### config.mk
export PLATFORM = sky130hd
export DESIGN_NAME = lzw_out_reg_flat
export DESIGN_NICKNAME = d
export VERILOG_FILES = /design/src/rtl/lzw_pkg.sv /design/src/rtl/lzw_code_if.sv /design/src/rtl/lzw_out_reg.sv /design/src/flat_wrapper.sv
export SDC_FILE = /design/constraint.sdc
export NUM_CORES = 1
export LEC_CHECK = 0
export ABC_AREA = 1
export BUFFER_PORTS_ARGS = -buffer_cell sky130_fd_sc_hd__buf_2
export CAP_MARGIN = 10
export CORE_AREA = 4 4 41 43
export DETAILED_ROUTE_END_ITERATION = 8
export DIE_AREA = 0 0 45 47
export PLACE_DENSITY = 0.72
export RECOVER_POWER = 50
export SLEW_MARGIN = 20
export SYNTH_ARGS = -nofsm -noshare
export SYNTH_HDL_FRONTEND = slang
export SYNTH_SLANG_ARGS = --single-unit
export TNS_END_PERCENT = 10
### constraint.sdc
create_clock -name clk -period 2.1 [get_ports clk]
set_clock_uncertainty 0.2 [all_clocks]
set_input_delay 0.525 -clock clk [delete_from_list [all_inputs] [get_ports clk]]
set_output_delay 0.525 -clock clk [all_outputs]
set_load 0.05 [all_outputs]
### src/rtl/lzw_pkg.sv
// Shared constants, types and state encoding for the LZW encoder.
package lzw_pkg;

    localparam int LZW_DICT_ENTRIES = 4096;
    localparam int LZW_FIRST_CODE   = 256;
    localparam int LZW_BYTE_W       = 8;
    localparam int LZW_CODE_OUT_W   = 12;

    typedef enum logic [2:0] {
        ST_IDLE,
        ST_RD_SLOT,
        ST_RD_DICT,
        ST_EMIT,
        ST_FIN
    } lzw_state_t;

    typedef struct packed {
        logic [LZW_CODE_OUT_W-1:0] out_code;
        logic                      final_code;
    } lzw_beat_t;

endpackage

### src/rtl/lzw_code_if.sv
// Code output channel: valid/ready handshake carrying one emitted code per beat.
interface lzw_code_if;
    import lzw_pkg::*;

    logic                      valid;
    logic                      ready;
    logic [LZW_CODE_OUT_W-1:0] out_code;
    logic                      final_code;

    modport source (output valid, output out_code, output final_code, input ready);
    modport sink   (input valid, input out_code, input final_code, output ready);
endinterface

### src/rtl/lzw_out_reg.sv
// Output register stage: holds one code beat until the sink takes it.
module lzw_out_reg (
    input  logic              clk,
    input  logic              rst_n,
    input  logic              load,
    input  lzw_pkg::lzw_beat_t beat,
    output logic              free,
    lzw_code_if.source        codes
);
    import lzw_pkg::*;

    logic      valid_reg;
    lzw_beat_t beat_reg;

    assign free = !valid_reg || codes.ready;

    always_ff @(posedge clk or negedge rst_n)
    begin
        if (!rst_n)
        begin
            valid_reg <= 1'b0;
        end
        else if (load)
        begin
            valid_reg <= 1'b1;
        end
        else if (codes.ready)
        begin
            valid_reg <= 1'b0;
        end
    end

    // payload: no reset, load only
    always_ff @(posedge clk)
    begin
        if (load)
        begin
            beat_reg <= beat;
        end
    end

    assign codes.valid      = valid_reg;
    assign codes.out_code   = beat_reg.out_code;
    assign codes.final_code = beat_reg.final_code;
endmodule

### src/flat_wrapper.sv
// flat-port wrapper written by rule: the top's interface ports become plain ports
module lzw_out_reg_flat import lzw_pkg::*;
  (clk, rst_n, load, beat, free, codes_valid, codes_out_code, codes_final_code, codes_ready);
  lzw_code_if codes_i ();
  input  logic clk;
  input  logic rst_n;
  input  logic load;
  input  lzw_pkg::lzw_beat_t beat;
  output logic free;
  output wire logic [$bits(codes_i.valid)-1:0] codes_valid;
  output wire logic [$bits(codes_i.out_code)-1:0] codes_out_code;
  output wire logic [$bits(codes_i.final_code)-1:0] codes_final_code;
  input wire logic [$bits(codes_i.ready)-1:0] codes_ready;
  assign codes_valid = codes_i.valid;
  assign codes_out_code = codes_i.out_code;
  assign codes_final_code = codes_i.final_code;
  assign codes_i.ready = codes_ready;
  lzw_out_reg u_core (.clk(clk), .rst_n(rst_n), .load(load), .beat(beat), .free(free), .codes(codes_i));
endmodule
; Yosys cells after proc, flatten, opt, wreduce, memory -nomap -nowiden
; Index checks and enable logic that the tools add are counted.
[totals]
latch_bits = 0
rom_bits = 0
ram_bits = 0
elab_cells = 8
inputBits = 17
n_memories = 0
ff_bits = 14
[classes]
addsub = 0
div = 0
shifts = 0
muxes = 2
n_bitwise = 0
order_cmp = 0
n_mul = 0
eq_ne = 0
reduce_logical = 3
[ops]
columns = op, n
row1 = 2-to-1 mux 1 bit, 2
row2 = nonzero test 2 bit, 1
row3 = zero test 1 bit, 1
row4 = logical OR 1 bit, 1

; Longest topological paths before layout
[logic_depth]
ltp_word = 2
mapped_depth = 3

; Worst setup path before layout
; No wires, ideal clock.
[synth_timing]
path_type = register -> output
start = register u_core.valid_reg, in the netlist u_core.codes.valid
end = output free
arrival_time_ns = 0.916
required_ns = 1.375
path_slack_ns = 0.459
path_stages_with_launch = 2
n_path_buf = 0
path_cell_list = dfrtp_1 nand2_2
[synth_via]
elab_chain_cells = 2
[synth_lines]
columns = element, line
row1 = start: declaration, lzw_out_reg.sv:12  ; logic valid_reg;
row2 = start signal: assignment, lzw_out_reg.sv:21  ; valid_reg <= 1'b0;
row3 = start signal: assignment, lzw_out_reg.sv:25  ; valid_reg <= 1'b1;
row4 = start signal: assignment, lzw_out_reg.sv:29  ; valid_reg <= 1'b0;
row5 = zero test 1 bit, lzw_out_reg.sv:15  ; assign free = !valid_reg || codes.ready;
row6 = logical OR 1 bit, lzw_out_reg.sv:15
row7 = end: declaration, flat_wrapper.sv:9  ; output logic free;
; No other way between the ends.

; Final worst setup path
; Same ends and word-level chain as after synthesis.

==> results.cfg <==
[critical_path]
worstPathArrival_ns = 0.99
cp_max_fo = 2
slowest_stage = dfrtp_1
worstSetupStartpoint = u_core.codes.valid
endpoint_kind = output pin
cp.required_ns = 1.37
path_cells = nand2_2 -> buf_2
crit_type = flip-flop to output pin
slowest_delay_ns = 0.39
r2r-start = u_core.codes.valid
worst_setup_path_start_kind = flip-flop

[flow_run]
maxCapViolCount = 0

[drt]
wl_per_cell_um = 12.0
num_vias = 285
drc = 0
routed_wl_um = 829
drtIter0Drc = 3
drtAntennaViolNets = 0
avgViaCountPerCell = 4.13
drt_first_pass_iters = 2

[timing]
slew_headroom = 0.531
slew_violations = 0
rsz0062_at_grt = no
timing.fmax_mhz = 582
setup_tns_ns = 0
finalSetupViolCount = 0
hold_viol = 0
worst_slack_ns = 0.382
tightestPinTransition_ns = 0.703
finalCritPeriodShare = 0.818
period_minus_slack_ns = 1.72

[floorplanning]
rows = 13
die_h_um = 47
io-pin-count = 32
initial_core_util = 0.335
die_w_um = 45
core_um2 = 1300
fp.dieArea_um2 = 2120

[final_layout]
largest_register_ffs = 12
fin_nets = 72
num_antenna_cells = 0
drive_gt1_frac = 0.648
syn2layout_area_growth_pct = 48.0

[power]
vdd_drop_max_v = 0.000405
leakagePower_nw = 0.292
clkPwrFrac = 0.244
p_int_w = 0.000424
comb_power_share = 0.206
p_switching_w = 0.000183
p_sw_frac = 0.301
power_density_nw_per_um2 = 943
p_seq_frac = 0.549

[clock_tree]
clk_path_buf_depth = 2
htreeDepth = 1
cts_buffers = 3
path_clk_slew_ns = 0.08
cts_setup_buffers = 0
cts_resized = 0
insertion_delay_ns = 0.27
clockRootBuffer = clkbuf_4
tritoncts = yes
cts_sinks = 14

[yosys]
yosysUniqueCellTypes = 4
netlist_area_um2 = 435
ys_seq_elements = 14
synth_fp_nets = 35
syn_avg_cell_area_um2 = 24.2
yosys_warnings = 0
ys_seq_area_frac = 0.954
synthCells = 18

[placement]
routabilityCongestion = 0.563
hpwl_um = 656
dpl_worst_slack_ns = 0.421
numPortBuffers = 31

[global_route]
grt_max_degree = 15
antenna_found_initial = 0
grt_pass1_vias = 288
grt_usage = 0.0956
grt_pass1_wl_mm = 1.26
overflow = 0

[worst_hold_path]
hold_path.class = input port to flip-flop
min_from = beat[11]

[outcome]
status = complete, no violations
## cell usage in the layout, fill, tap and decap left out
cell / count
clkinv_1: 1
dfrtp_1: 1
clkbuf_1: 1
dlygate4sd3_1: 1
inv_1: 2
edfxtp_1: 13
nand2_2: 2
buf_2: 30
clkbuf_4: 3
## synth_stat cells, drive strengths merged
cell type,instances,area share
edfxtp,13,0.90
inv,2,0.017
nand2,2,0.029
dfrtp,1,0.057
## final timing paths
kind / slack, ns / depth (start not counted) / endpoint
setup / recovery: 0.38 / 2 / free
hold / removal: 0.22 / 1 / u_core.codes.out_code[10]
setup reg to reg: 1.30 / 2 / u_core.codes.valid
hold reg to reg: 0.29 / 2 / u_core.codes.valid
max in group asynchronous: 1.26 / 2 / u_core.codes.valid
min in group asynchronous: 0.36 / 2 / u_core.codes.valid
## timing repair
action,4_1_cts,5_1_grt
endpoints found under the hold margin,1,0
hold buffers,1,0
endpoints found under the setup margin,0,0
## power by group through the flow
stage	clock (W)	combinational [W]	sequential [W]
after floorplan	0	0.00000783	0.000418
after global placement	0	0.000124	0.000339
after detailed placement	0	0.000126	0.000340
after CTS	0.000155	0.000127	0.000334
after global routing	0.000169	0.000131	0.000336
final	0.000148	0.000125	0.000334
## routing by layer
metal  vias to the layer above  wire [um]  part of all wire  global-route usage
li1                        139          -                 -                   -
met1                       122        282              0.34              0.0882
met2                        20        415              0.50               0.158
met3                         4        103              0.12              0.0421
met4                         0         27             0.033              0.0877
met5                         -          0                 0                   0
## per-stage QoR
stage	hold WS [ns]	total power (W)	cells	util	cell area, um2
2_1_floorplan	0.0294	0.000426	18	-	435
3_3_place_gp	0.100	0.000463	64	0.468	609
3_5_place_dp	0.103	0.000466	64	0.468	609
4_1_cts	0.214	0.000616	69	0.496	646
5_1_grt	0.206	0.000636	69	0.495	644
6_report	0.224	0.000607	69	0.495	644
## cell families (layout without fill, tap and decap cells)
kind of cell / count (synthesis) / after routing / share of synthesized area
buf+inv: 2 / 38 / 0.0172
flops: 14 / 14 / 0.954
simple gates: 2 / 2 / 0.0287
## cell type report
type                            count  area, um2
Clock buffer                        3       22.5
Fill cell                         130        657
Inverter                            2       7.51
Sequential cell                    14        415
Tap cell                           15       18.8
Timing Repair Buffer               32        164
Multi-Input combinational cell      2       12.5
Clock inverter                      1       3.75
## critical path: cells and delay by family, from the launching register on
kind / cells / cell delay (ns)
flip-flops: 1 / 0.39
buffers and inverters: 1 / 0.26
AND/OR/NAND/NOR: 1 / 0.08
Power figures use the tool's default switching activity.
